==> src/hw/rtl/point_table_nearest_search_defines.svh <==
// assertion macros used by the point table search top level
`ifndef POINT_TABLE_NEAREST_SEARCH_DEFINES_SVH
`define POINT_TABLE_NEAREST_SEARCH_DEFINES_SVH

// same-cycle implication, checked on every rising clock outside reset
`define PTNS_ASSERT_IMP(label, clk, rst, ante, cons, msg) \
   label: assert property (@(posedge clk) disable iff (rst) (ante) |-> (cons)) \
      else $error(msg);

// next-cycle implication, checked on every rising clock outside reset
`define PTNS_ASSERT_NEXT(label, clk, rst, ante, cons, msg) \
   label: assert property (@(posedge clk) disable iff (rst) (ante) |=> (cons)) \
      else $error(msg);

`endif

==> src/hw/rtl/ptns_ram.sv <==
// generic single-port-write, single-port-read ram with registered read
`timescale 1ns / 1ps
`default_nettype none
module ptns_ram #(
   parameter int WIDTH = 8,
   parameter int DEPTH = 16
) (
   input  wire logic                     clock,
   input  wire logic                     wr_en,
   input  wire logic [$clog2(DEPTH)-1:0] wr_addr,
   input  wire logic [WIDTH-1:0]         wr_data,
   input  wire logic                     rd_en,
   input  wire logic [$clog2(DEPTH)-1:0] rd_addr,
   output      logic [WIDTH-1:0]         rd_data
);

   logic [WIDTH-1:0] mem_ff [DEPTH];
   logic [WIDTH-1:0] rd_data_ff;

   always_ff @(posedge clock) begin
      if (wr_en) begin
         mem_ff[wr_addr] <= wr_data;
      end
      if (rd_en) begin
         rd_data_ff <= mem_ff[rd_addr];
      end
   end

   assign rd_data = rd_data_ff;

endmodule
`default_nettype wire

==> config.mk <==
export PLATFORM = sky130hd
export DESIGN_NAME = ptns_ram
export DESIGN_NICKNAME = d
export VERILOG_FILES = /design/src/hw/rtl/point_table_nearest_search_defines.svh /design/src/hw/rtl/ptns_ram.sv
export SDC_FILE = /design/constraint.sdc
export NUM_CORES = 1
export LEC_CHECK = 0
export BUFFER_PORTS_ARGS = -buffer_cell sky130_fd_sc_hd__buf_2
export CAP_MARGIN = 10
export CORE_MARGIN = 2
export CORE_UTILIZATION = 60
export DETAILED_ROUTE_END_ITERATION = 8
export PLACE_DENSITY = 0.78
export REMOVE_ABC_BUFFERS = 1
export SLEW_MARGIN = 20
export SYNTH_ARGS = -nofsm -noshare
export SYNTH_HDL_FRONTEND = slang
export SYNTH_SLANG_ARGS = --single-unit
==> constraint.sdc <==
create_clock -name clock -period 2.05 [get_ports clock]
set_input_delay 0.41 -clock clock [delete_from_list [all_inputs] [get_ports clock]]
set_output_delay 0.41 -clock clock [all_outputs]
set_load 0.01 [all_outputs]
==> flow_summary.json <==
{
  "status": "completed",
  "start_kind": "flop",
  "gp_congestion": 0.773,
  "antenna_left": 0,
  "place_inst": 374,
  "grt_setup_unrepaired": "no",
  "drt_iter0_drc": 228,
  "fp.coreArea_mm2": 0.00859,
  "cts_tree": "done",
  "nets": 304,
  "hold_depth": 1,
  "grt_pass1_wl_mm": 14.7,
  "cts_resized": 0,
  "ys_seq_area_share_pct": 78.1,
  "leakagePower_nw": 2.12,
  "diodes": 0,
  "seqPwrFrac_pct": 48.6,
  "finClkSkew_ns": 0.00586,
  "die_w_um": 97.3,
  "p_comb_share_pct": 4.5,
  "synth_cells": 229,
  "fp.dieH_um": 97.3,
  "dpl_cell_area_mm2": 0.00560,
  "ys_ff_latch": 136,
  "synth.top_cell.area_share_pct": 78.1,
  "hold_viol": 0,
  "via_per_inst": 6.07,
  "clockBufferDepth": 2,
  "place.port_buffers": 26,
  "row_count": 34,
  "layout_commonest_cell": "edfxtp_1",
  "initial_utilization_pct": 60.8,
  "grt-ovfl-total": 0,
  "worst_pin_slew_ns": 0.360,
  "hold_start": "rd_en",
  "grtUsageTotal_pct": 21.7,
  "required_ns": 2.28,
  "pwr_density_cell_mw_per_mm2": 1050,
  "htree_levels": 4,
  "switching_power_mw": 1.26,
  "die_area_mm2": 0.00948,
  "setup_ws_ns": 0.486,
  "fin_area_mm2": 0.00620,
  "layout_common_cells": "edfxtp_1, buf_2, mux4_2, buf_4",
  "first_pass_iters": 4,
  "period_needed_ns": 1.56,
  "path_class": "flop to flop",
  "dp_hpwl_mm": 5.57,
  "dpl_worst_slack_ns": 0.0701,
  "cts_buffers": 17,
  "syn_to_final_growth_pct": 18.6,
  "cap_violations": 0,
  "grt_max_degree": 33,
  "relSlewSlack_pct": 76.0,
  "post_cts_buffers": 0,
  "reg2reg_slack_ns": 0.49,
  "endpoint_kind": "flop",
  "routedWlPerCell_um": 23.1,
  "syn_area_per_cell_um2": 22.8,
  "synth_cell_types": 18,
  "drc": 0,
  "setup_viol": 0,
  "fmax_ghz": 0.639,
  "p_clk_share_pct": 46.9,
  "antenna_found_initial": 0,
  "cts-hold-fix-buffers": 0,
  "finalSetupTns_ns": 0,
  "post_layout_nonfiller_instances": 405,
  "num_vias": 2460,
  "syn_area_mm2": 0.00523,
  "crit_arrival_ns": 1.80,
  "timing.rr.end": "rd_data[3]",
  "swShare_pct": 19.5,
  "yosys.area.top_type": "edfxtp_1",
  "synthTopCellsByArea": "edfxtp_1, mux4_2, mux4_1, a22oi_1, nor2_1",
  "wl_mm": 9.34,
  "drive_gt1_share_pct": 32.0,
  "fin_crit_sh_pct": 76.3,
  "slew_viol_final": 0,
  "cts.sinks": 136,
  "internal_power_mw": 5.21,
  "hold_path_end": "rd_data[0]",
  "cts-root-buf": "clkbuf_8",
  "yosysWarnings": 0,
  "first_global_vias": 2603,
  "setup.worst_path.start": "mem_ff[10][3]",
  "crit_fanout": 1,
  "clk_pin_slew_ns": 0.06,
  "ir_drop_uv": 681,
  "insertion_delay_ns": 0.51,
  "hold_path_class": "input pin to flop",
  "io_pins": 27,
  "worstReg2RegStart": "mem_ff[10][3]",
  "r2r_cells": 3
}
-- power by group through the flow --
stage | Sequential, mW | Clock (mW) | Combinational [mW]
after floorplan | 3.21 | 0 | 0.125
after global placement | 3.20 | 0 | 0.282
after detailed placement | 3.21 | 0 | 0.291
after CTS | 3.15 | 3.07 | 0.295
after global routing | 3.15 | 3.20 | 0.315
final | 3.15 | 3.04 | 0.289
-- sequential cells by signal (all words and copies together), names as in the netlist --
signal / flops
mem_ff: 128
rd_data: 8
-- worst max-delay path: stages, from the launching register on --
cell      delay (ns)
edfxtp_1        0.39
mux4_1          0.53
a22oi_1         0.23
nand2_1         0.14
-- through the flow --
stage / hold WS, ns / power [mW] / util (%)
floorplan: 0.509 / 3.33 / -
global placement: 0.735 / 3.48 / 65.2
detailed placement: 0.755 / 3.50 / 65.2
CTS: 0.246 / 6.51 / 72.1
global route: 0.240 / 6.67 / 72.1
finish: 0.260 / 6.48 / 72.1
-- synthesized netlist by cell type --
| master | number |
|---|---|
| edfxtp_1 | 136 |
| mux4_2 | 18 |
| a22oi_1 | 16 |
| mux4_1 | 14 |
| nor2_1 | 13 |
| nand2_1 | 9 |
| nor3_1 | 4 |
| buf_2 | 3 |
| buf_6 | 3 |
| clkdlybuf4s25_2 | 3 |
| nand2b_1 | 2 |
| nand3b_1 | 2 |
| and2_1 | 1 |
| and2b_1 | 1 |
| buf_4 | 1 |
| nand3_1 | 1 |
| nor2b_1 | 1 |
| or3b_2 | 1 |
-- worst max-delay path by stage --
stage	to	slack [ns]	cells after the start
after global routing	rd_data[3]	0.43	3
after detailed placement	rd_data[1]	0.07	5
after CTS	rd_data[3]	0.50	3
after floorplan	mem_ff[0][0]	0.15	2
final	rd_data[3]	0.49	3
after global placement	rd_data[3]	0.14	5
-- cells by family after synthesis --
| group | after synthesis | share of synthesized area, % |
|---|---|---|
| flip-flops | 136 | 78.1 |
| multiplexers | 32 | 14.8 |
| AND/OR/NAND/NOR | 35 | 3.14 |
| buffers and inverters | 10 | 1.65 |
| AO/OA/AOI/OAI | 16 | 2.30 |
-- final cells by class --
class                      instances  area (um2)
tap                              108         135
clock inverter                    14         183
multi-input combinational         83        1060
fill                             491        2390
sequential                       136        4080
timing repair buffer              47         325
clock buffer                      17         414
-- per-layer routing --
metal  share of wire, %  routed length [um]  up-vias  global-route usage (%)
met4                1.3                 124        0                    6.30
met5                  0                   0        -                       0
li1                   -                   -     1089                       -
met3                5.4                 507       10                    7.99
met2                 51                4780       79                    34.3
met1                 42                3930     1282                    29.1
(Power assumes the default switching activity.)
