[src/hw/rtl/point_table_nearest_search_defines.svh]
// assertion macros used by the point table search top level
`ifndef POINT_TABLE_NEAREST_SEARCH_DEFINES_SVH
`define POINT_TABLE_NEAREST_SEARCH_DEFINES_SVH

// same-cycle implication, checked on every rising clock outside reset
`define PTNS_ASSERT_IMP(label, clk, rst, ante, cons, msg) \
   label: assert property (@(posedge clk) disable iff (rst) (ante) |-> (cons)) \
      else $error(msg);

// next-cycle implication, checked on every rising clock outside reset
`define PTNS_ASSERT_NEXT(label, clk, rst, ante, cons, msg) \
   label: assert property (@(posedge clk) disable iff (rst) (ante) |=> (cons)) \
      else $error(msg);

`endif

[src/hw/rtl/ptns_pkg.sv]
// types, constants and helpers for the point table nearest search
`timescale 1ns / 1ps
`default_nettype none
package ptns_pkg;

   localparam int MAX_POINTS = 256;
   localparam int IDX_W      = $clog2(MAX_POINTS);
   localparam int CNT_W      = $clog2(MAX_POINTS + 1);
   localparam int CAP_W      = 9;
   localparam int CMP_W      = (CNT_W > CAP_W) ? CNT_W : CAP_W;
   localparam int SLOT_W     = 8;
   localparam int COORD_W    = 32;
   localparam int KEY_W      = 64;
   localparam int DIST_W     = 2 * COORD_W + 1;
   localparam int CAP_RESET  = 256;

   localparam logic OP_INSERT = 1'b0;
   localparam logic OP_QUERY  = 1'b1;

   localparam logic [1:0] STAT_OK    = 2'd0;
   localparam logic [1:0] STAT_FULL  = 2'd1;
   localparam logic [1:0] STAT_DUP   = 2'd2;
   localparam logic [1:0] STAT_EMPTY = 2'd3;

   typedef struct packed {
      logic                      opcode;
      logic [KEY_W-1:0]          point_key;
      logic signed [COORD_W-1:0] pos_x;
      logic signed [COORD_W-1:0] pos_y;
   } req_type;

   typedef struct packed {
      logic [1:0]                status;
      logic [SLOT_W-1:0]         slot_index;
      logic [KEY_W-1:0]          found_key;
      logic signed [COORD_W-1:0] found_x;
      logic signed [COORD_W-1:0] found_y;
   } rsp_type;

   // one table entry as held in the point memory
   typedef struct packed {
      logic [KEY_W-1:0]   key;
      logic [COORD_W-1:0] x;
      logic [COORD_W-1:0] y;
   } ent_type;

   typedef struct packed {
      logic                      valid;
      logic [IDX_W-1:0]          idx;
      logic signed [COORD_W-1:0] px;
      logic signed [COORD_W-1:0] py;
   } dist_in_type;

   typedef struct packed {
      logic              valid;
      logic [IDX_W-1:0]  idx;
      logic [DIST_W-1:0] sq_dist;
   } dist_out_type;

   // low bits of a slot number as reported on the result
   function automatic logic [SLOT_W-1:0] to_slot(input logic [IDX_W-1:0] idx);
      logic [IDX_W+SLOT_W-1:0] wide;
      wide = (IDX_W + SLOT_W)'(idx);
      return wide[SLOT_W-1:0];
   endfunction

endpackage
`default_nettype wire

[src/hw/rtl/ptns_dist.sv]
// three-stage squared euclidean distance pipeline
`timescale 1ns / 1ps
`default_nettype none
module ptns_dist (
   input  wire logic                                 clock,
   input  wire logic                                 reset,
   input  wire ptns_pkg::dist_in_type                dist_in,
   input  wire logic signed [ptns_pkg::COORD_W-1:0]  qry_x,
   input  wire logic signed [ptns_pkg::COORD_W-1:0]  qry_y,
   output      ptns_pkg::dist_out_type               dist_out,
   output      logic                                 busy
);
   import ptns_pkg::*;

   // stage 1: absolute differences
   logic                 s1_vld_ff, s1_vld_in;
   logic [IDX_W-1:0]     s1_idx_ff, s1_idx_in;
   logic [COORD_W-1:0]   s1_ax_ff, s1_ax_in;
   logic [COORD_W-1:0]   s1_ay_ff, s1_ay_in;
   // stage 2: squares
   logic                 s2_vld_ff, s2_vld_in;
   logic [IDX_W-1:0]     s2_idx_ff, s2_idx_in;
   logic [2*COORD_W-1:0] s2_sx_ff, s2_sx_in;
   logic [2*COORD_W-1:0] s2_sy_ff, s2_sy_in;
   // stage 3: sum
   dist_out_type         s3_ff, s3_in;

   logic [COORD_W:0] dx, dy, ndx, ndy;

   always_comb begin
      dx  = {dist_in.px[COORD_W-1], dist_in.px} - {qry_x[COORD_W-1], qry_x};
      dy  = {dist_in.py[COORD_W-1], dist_in.py} - {qry_y[COORD_W-1], qry_y};
      ndx = -dx;
      ndy = -dy;

      s1_vld_in = dist_in.valid;
      s1_idx_in = dist_in.idx;
      s1_ax_in  = dx[COORD_W] ? ndx[COORD_W-1:0] : dx[COORD_W-1:0];
      s1_ay_in  = dy[COORD_W] ? ndy[COORD_W-1:0] : dy[COORD_W-1:0];

      s2_vld_in = s1_vld_ff;
      s2_idx_in = s1_idx_ff;
      s2_sx_in  = (2 * COORD_W)'(s1_ax_ff) * (2 * COORD_W)'(s1_ax_ff);
      s2_sy_in  = (2 * COORD_W)'(s1_ay_ff) * (2 * COORD_W)'(s1_ay_ff);

      s3_in.valid   = s2_vld_ff;
      s3_in.idx     = s2_idx_ff;
      s3_in.sq_dist = {1'b0, s2_sx_ff} + {1'b0, s2_sy_ff};
   end

   always_ff @(posedge clock) begin
      if (reset) begin
         s1_vld_ff   <= 1'b0;
         s2_vld_ff   <= 1'b0;
         s3_ff.valid <= 1'b0;
      end else begin
         s1_vld_ff   <= s1_vld_in;
         s2_vld_ff   <= s2_vld_in;
         s3_ff.valid <= s3_in.valid;
      end
      s1_idx_ff     <= s1_idx_in;
      s1_ax_ff      <= s1_ax_in;
      s1_ay_ff      <= s1_ay_in;
      s2_idx_ff     <= s2_idx_in;
      s2_sx_ff      <= s2_sx_in;
      s2_sy_ff      <= s2_sy_in;
      s3_ff.idx     <= s3_in.idx;
      s3_ff.sq_dist <= s3_in.sq_dist;
   end

   assign dist_out = s3_ff;
   assign busy     = s1_vld_ff | s2_vld_ff | s3_ff.valid;

endmodule
`default_nettype wire

[config.mk]
export PLATFORM = sky130hd
export DESIGN_NAME = ptns_dist
export DESIGN_NICKNAME = d
export VERILOG_FILES = /design/src/hw/rtl/point_table_nearest_search_defines.svh /design/src/hw/rtl/ptns_pkg.sv /design/src/hw/rtl/ptns_dist.sv
export SDC_FILE = /design/constraint.sdc
export NUM_CORES = 2
export LEC_CHECK = 0
export BUFFER_PORTS_ARGS = -buffer_cell sky130_fd_sc_hd__buf_2
export CELL_PAD_IN_SITES_DETAIL_PLACEMENT = 1
export CELL_PAD_IN_SITES_GLOBAL_PLACEMENT = 2
export CORE_MARGIN = 10
export CORE_UTILIZATION = 46
export CTS_CLUSTER_DIAMETER = 40
export DETAILED_ROUTE_END_ITERATION = 8
export GPL_TIMING_DRIVEN = 1
export PLACE_DENSITY = 0.94
export REMOVE_ABC_BUFFERS = 1
export SLEW_MARGIN = 20
export SYNTH_ARGS = -nofsm -noshare
export SYNTH_HDL_FRONTEND = slang
export SYNTH_SLANG_ARGS = --single-unit
[constraint.sdc]
create_clock -name clock -period 13.96 [get_ports clock]
set_clock_uncertainty 0.2 [all_clocks]
set_input_delay 2.792 -clock clock [delete_from_list [all_inputs] [get_ports clock]]
set_output_delay 2.792 -clock clock [all_outputs]
set_load 0.05 [all_outputs]
==> out/results.txt <==
Outcome -> complete, no violations
Compound-Gate Fraction of Synth Area -> 7.89%
Post-synth EDFFs -> 0
Post-route ant nets -> 0
Setup violators final -> 0
Routed wire length per instance -> 21.3 um
Post-CTS setup buffers -> 0
Max Cap Viol -> 0
1st-pass router iterations -> 5
Global-route wire length before repair -> 344000 um
Cell Area, Synth -> 72500 um^2
Largest family of logic cells by synthesized area -> adder cells
Rows -> 145
Vias per inst -> 5.35
Setup TNS -> 0 ps
# fillers -> 18100
Area delta synth->final -> 7.11%
Clk sinks -> 282
Commonest non-fill, non-tap cells in the layout -> inv_1 (2061), fa_1 (1588), ha_1 (722)
RR Endpoint -> s2_sy_ff[59]
Hold WC Path Type -> reg -> reg
DR iter-0 viols -> 2486
Critical-path maximum fanout -> 25
Die Height -> 417 um
Initial Util -> 46.4%
Reg2reg setup slack -> 4310 ps
Clk root buf -> clkbuf_16
Cts hold-fix bufs -> 0
Num CTS Buffers -> 55
Routability cong. -> 0.889
Top FF cell, synth -> dfxtp_1
H-tree Lvls -> 2
Largest net degree at the start of global routing -> 41
YS warnings -> 0
Die Wd -> 417 um
Hold Startpoint -> s1_idx_ff[5]
CTS tree -> built
Simple-Gate Fraction of Synth Area -> 11.4%
Post_cts resized -> 0
Post-synth ARST share -> 0%
GR Overflow Total -> 0
Cell taking the most area after synthesis -> fa_1
Worst Hold Depth -> 0
Period utilisation layout -> 69.1%
Number of global-route vias before repair -> 63800
Die area -> 174000 um^2
Crit. End Element -> register
Initial antenna violation count -> 2
Worst skew pair latency -> 670 ps
IO Count -> 214
Max-slew violations -> 0
CP startpoint kind -> register
WS Path Type -> reg -> reg
RSZ-0062 raised after global routing -> no
Core box area -> 156000 um^2
Cell variety after synth -> 85
Port Buffers -> 213
Clk buf depth -> 3
Clock slew at reported path FFs -> 50 ps
Adder-cell share of the synthesized area -> 56.3%
Final Hold Fails -> 0
Min cycle time layout -> 9650 ps
Post-synthesis sequential area ratio -> 7.78%
Synth top area share -> 43.8%
Synth Instances -> 7831
Yosys reg bits -> 282
Critical path required time -> 14310 ps
Post-DP HPWL -> 174000 um
Mapped Avg Cell Area -> 9.26 um^2
Reg2reg start -> s1_ay_ff[16]
Post-synthesis mux area share -> 0.173%
Drt total wl -> 213000 um
Relative slew slack -> 29.8%
Worst Max-Slew Pin Slew -> 1050 ps
Total GRT Usage -> 24.9%
XOR/XNOR Fraction of Synth Area -> 4.36%
Achievable frequency -> 104 MHz
Area contributors post-synth -> fa_1 (44%), ha_1 (12%), inv_1 (11%)
CP arrival -> 10000 ps
Worst Hold End -> s2_idx_ff[5]
Worst R2R Path Depth -> 25
Most common cell after layout, fill and taps aside -> inv_1
DRC viols -> 0
Layout cells sized above 1 -> 5.70%
Routed vias -> 53500
# nets final -> 10300
[per-stage QoR]
step                cell area (um^2)  util (%)  instances  setup slack (ps)  hold WS, ps
floorplan                      71500         -       7560              5830          110
global placement               75700      48.4       9898              4580          111
detailed placement             75700      48.4       9898              4440          115
CTS                            77700      49.7       9999              4410          127
global route                   77700      49.7       9999              3780          135
finish                         77700      49.7      10000              4310          126
[cells in the mapped netlist, types with 11 or more instances]
master	number
inv_1	2061
fa_1	1588
ha_1	722
nand2_1	629
and2_1	459
dfxtp_1	282
clkbuf_1	263
a21oi_1	249
xnor2_1	227
nor2_1	216
a21o_1	156
o21ai_0	143
xor2_1	134
nor2b_1	65
and3_1	49
a31oi_1	48
nand4_1	48
nand3_1	41
nor3_1	38
o21bai_1	38
a211oi_1	27
a31o_2	27
o21a_1	27
nand2b_1	25
or2_2	18
o211ai_1	16
o31ai_1	14
a21boi_0	13
nor4_1	11
or3_1	11
[flip-flops by register name, summed over array words and instances, names as in the netlist]
register,count
s2_idx_ff,8
s2_sy_ff,63
dist_out,74
s2_sx_ff,63
s1_ax_ff,32
s1_vld_ff,1
s1_idx_ff,8
s2_vld_ff,1
s1_ay_ff,32
[per-layer routing]
layer  wire length [um]  GRT usage [%]
met4              10300           10.6
met2             110000           45.1
met3              10500           3.41
met5                 13              0
met1              81700           29.3
[cells by family after synthesis]
kind of cell             after synthesis
adder cells (fa/ha/maj)             2310
flip-flops                           282
AND/OR/NAND/NOR                     1658
XOR/XNOR                             361
AO/OA/AOI/OAI                        872
buffers and inverters               2336
multiplexers                          12
[worst max-delay path by stage]
| stage | from | end | cells past startpoint |
|---|---|---|---|
| 2_1_floorplan | s1_ay_ff[2] | s2_sy_ff[56] | 25 |
| 3_3_place_gp | s1_ay_ff[16] | s2_sy_ff[59] | 25 |
| 3_5_place_dp | s1_ay_ff[16] | s2_sy_ff[59] | 25 |
| 4_1_cts | s1_ay_ff[16] | s2_sy_ff[59] | 25 |
| 5_1_grt | s1_ay_ff[16] | s2_sy_ff[59] | 25 |
| 6_report | s1_ay_ff[16] | s2_sy_ff[59] | 25 |
[worst max-delay path: stages, from the launching register on]
cell	delay [ps]
dfxtp_1	310
buf_4	370
clkinv_1	490
nor2_1	390
fa_1	500
fa_1	500
fa_1	530
inv_1	50
fa_1	480
inv_1	50
fa_1	480
fa_1	580
fa_1	430
fa_1	450
ha_1	390
a21oi_1	180
o21ai_0	170
a21o_1	220
a221o_1	280
a41oi_1	350
a31oi_1	340
a211oi_1	670
o21ai_0	400
a21oi_1	400
o21bai_1	140
xor2_1	150
[final cells by class]
cell class / instances / area, um^2 / area share (%)
Clock inverter: 39 / 602 / 0.775
Tap cell: 2058 / 2570 / 3.31
Antenna cell: 2 / 5.00 / 0.00644
Inverter: 2065 / 7750 / 9.98
Timing Repair Buffer: 280 / 1570 / 2.02
Multi-Input combinational cell: 5213 / 58100 / 74.8
Sequential cell: 282 / 5650 / 7.28
Clock buffer: 62 / 1410 / 1.82
Power is left out: the tool's default activity adds up to more than one toggle a clock period on the data nets, which glitch-free logic cannot reach.
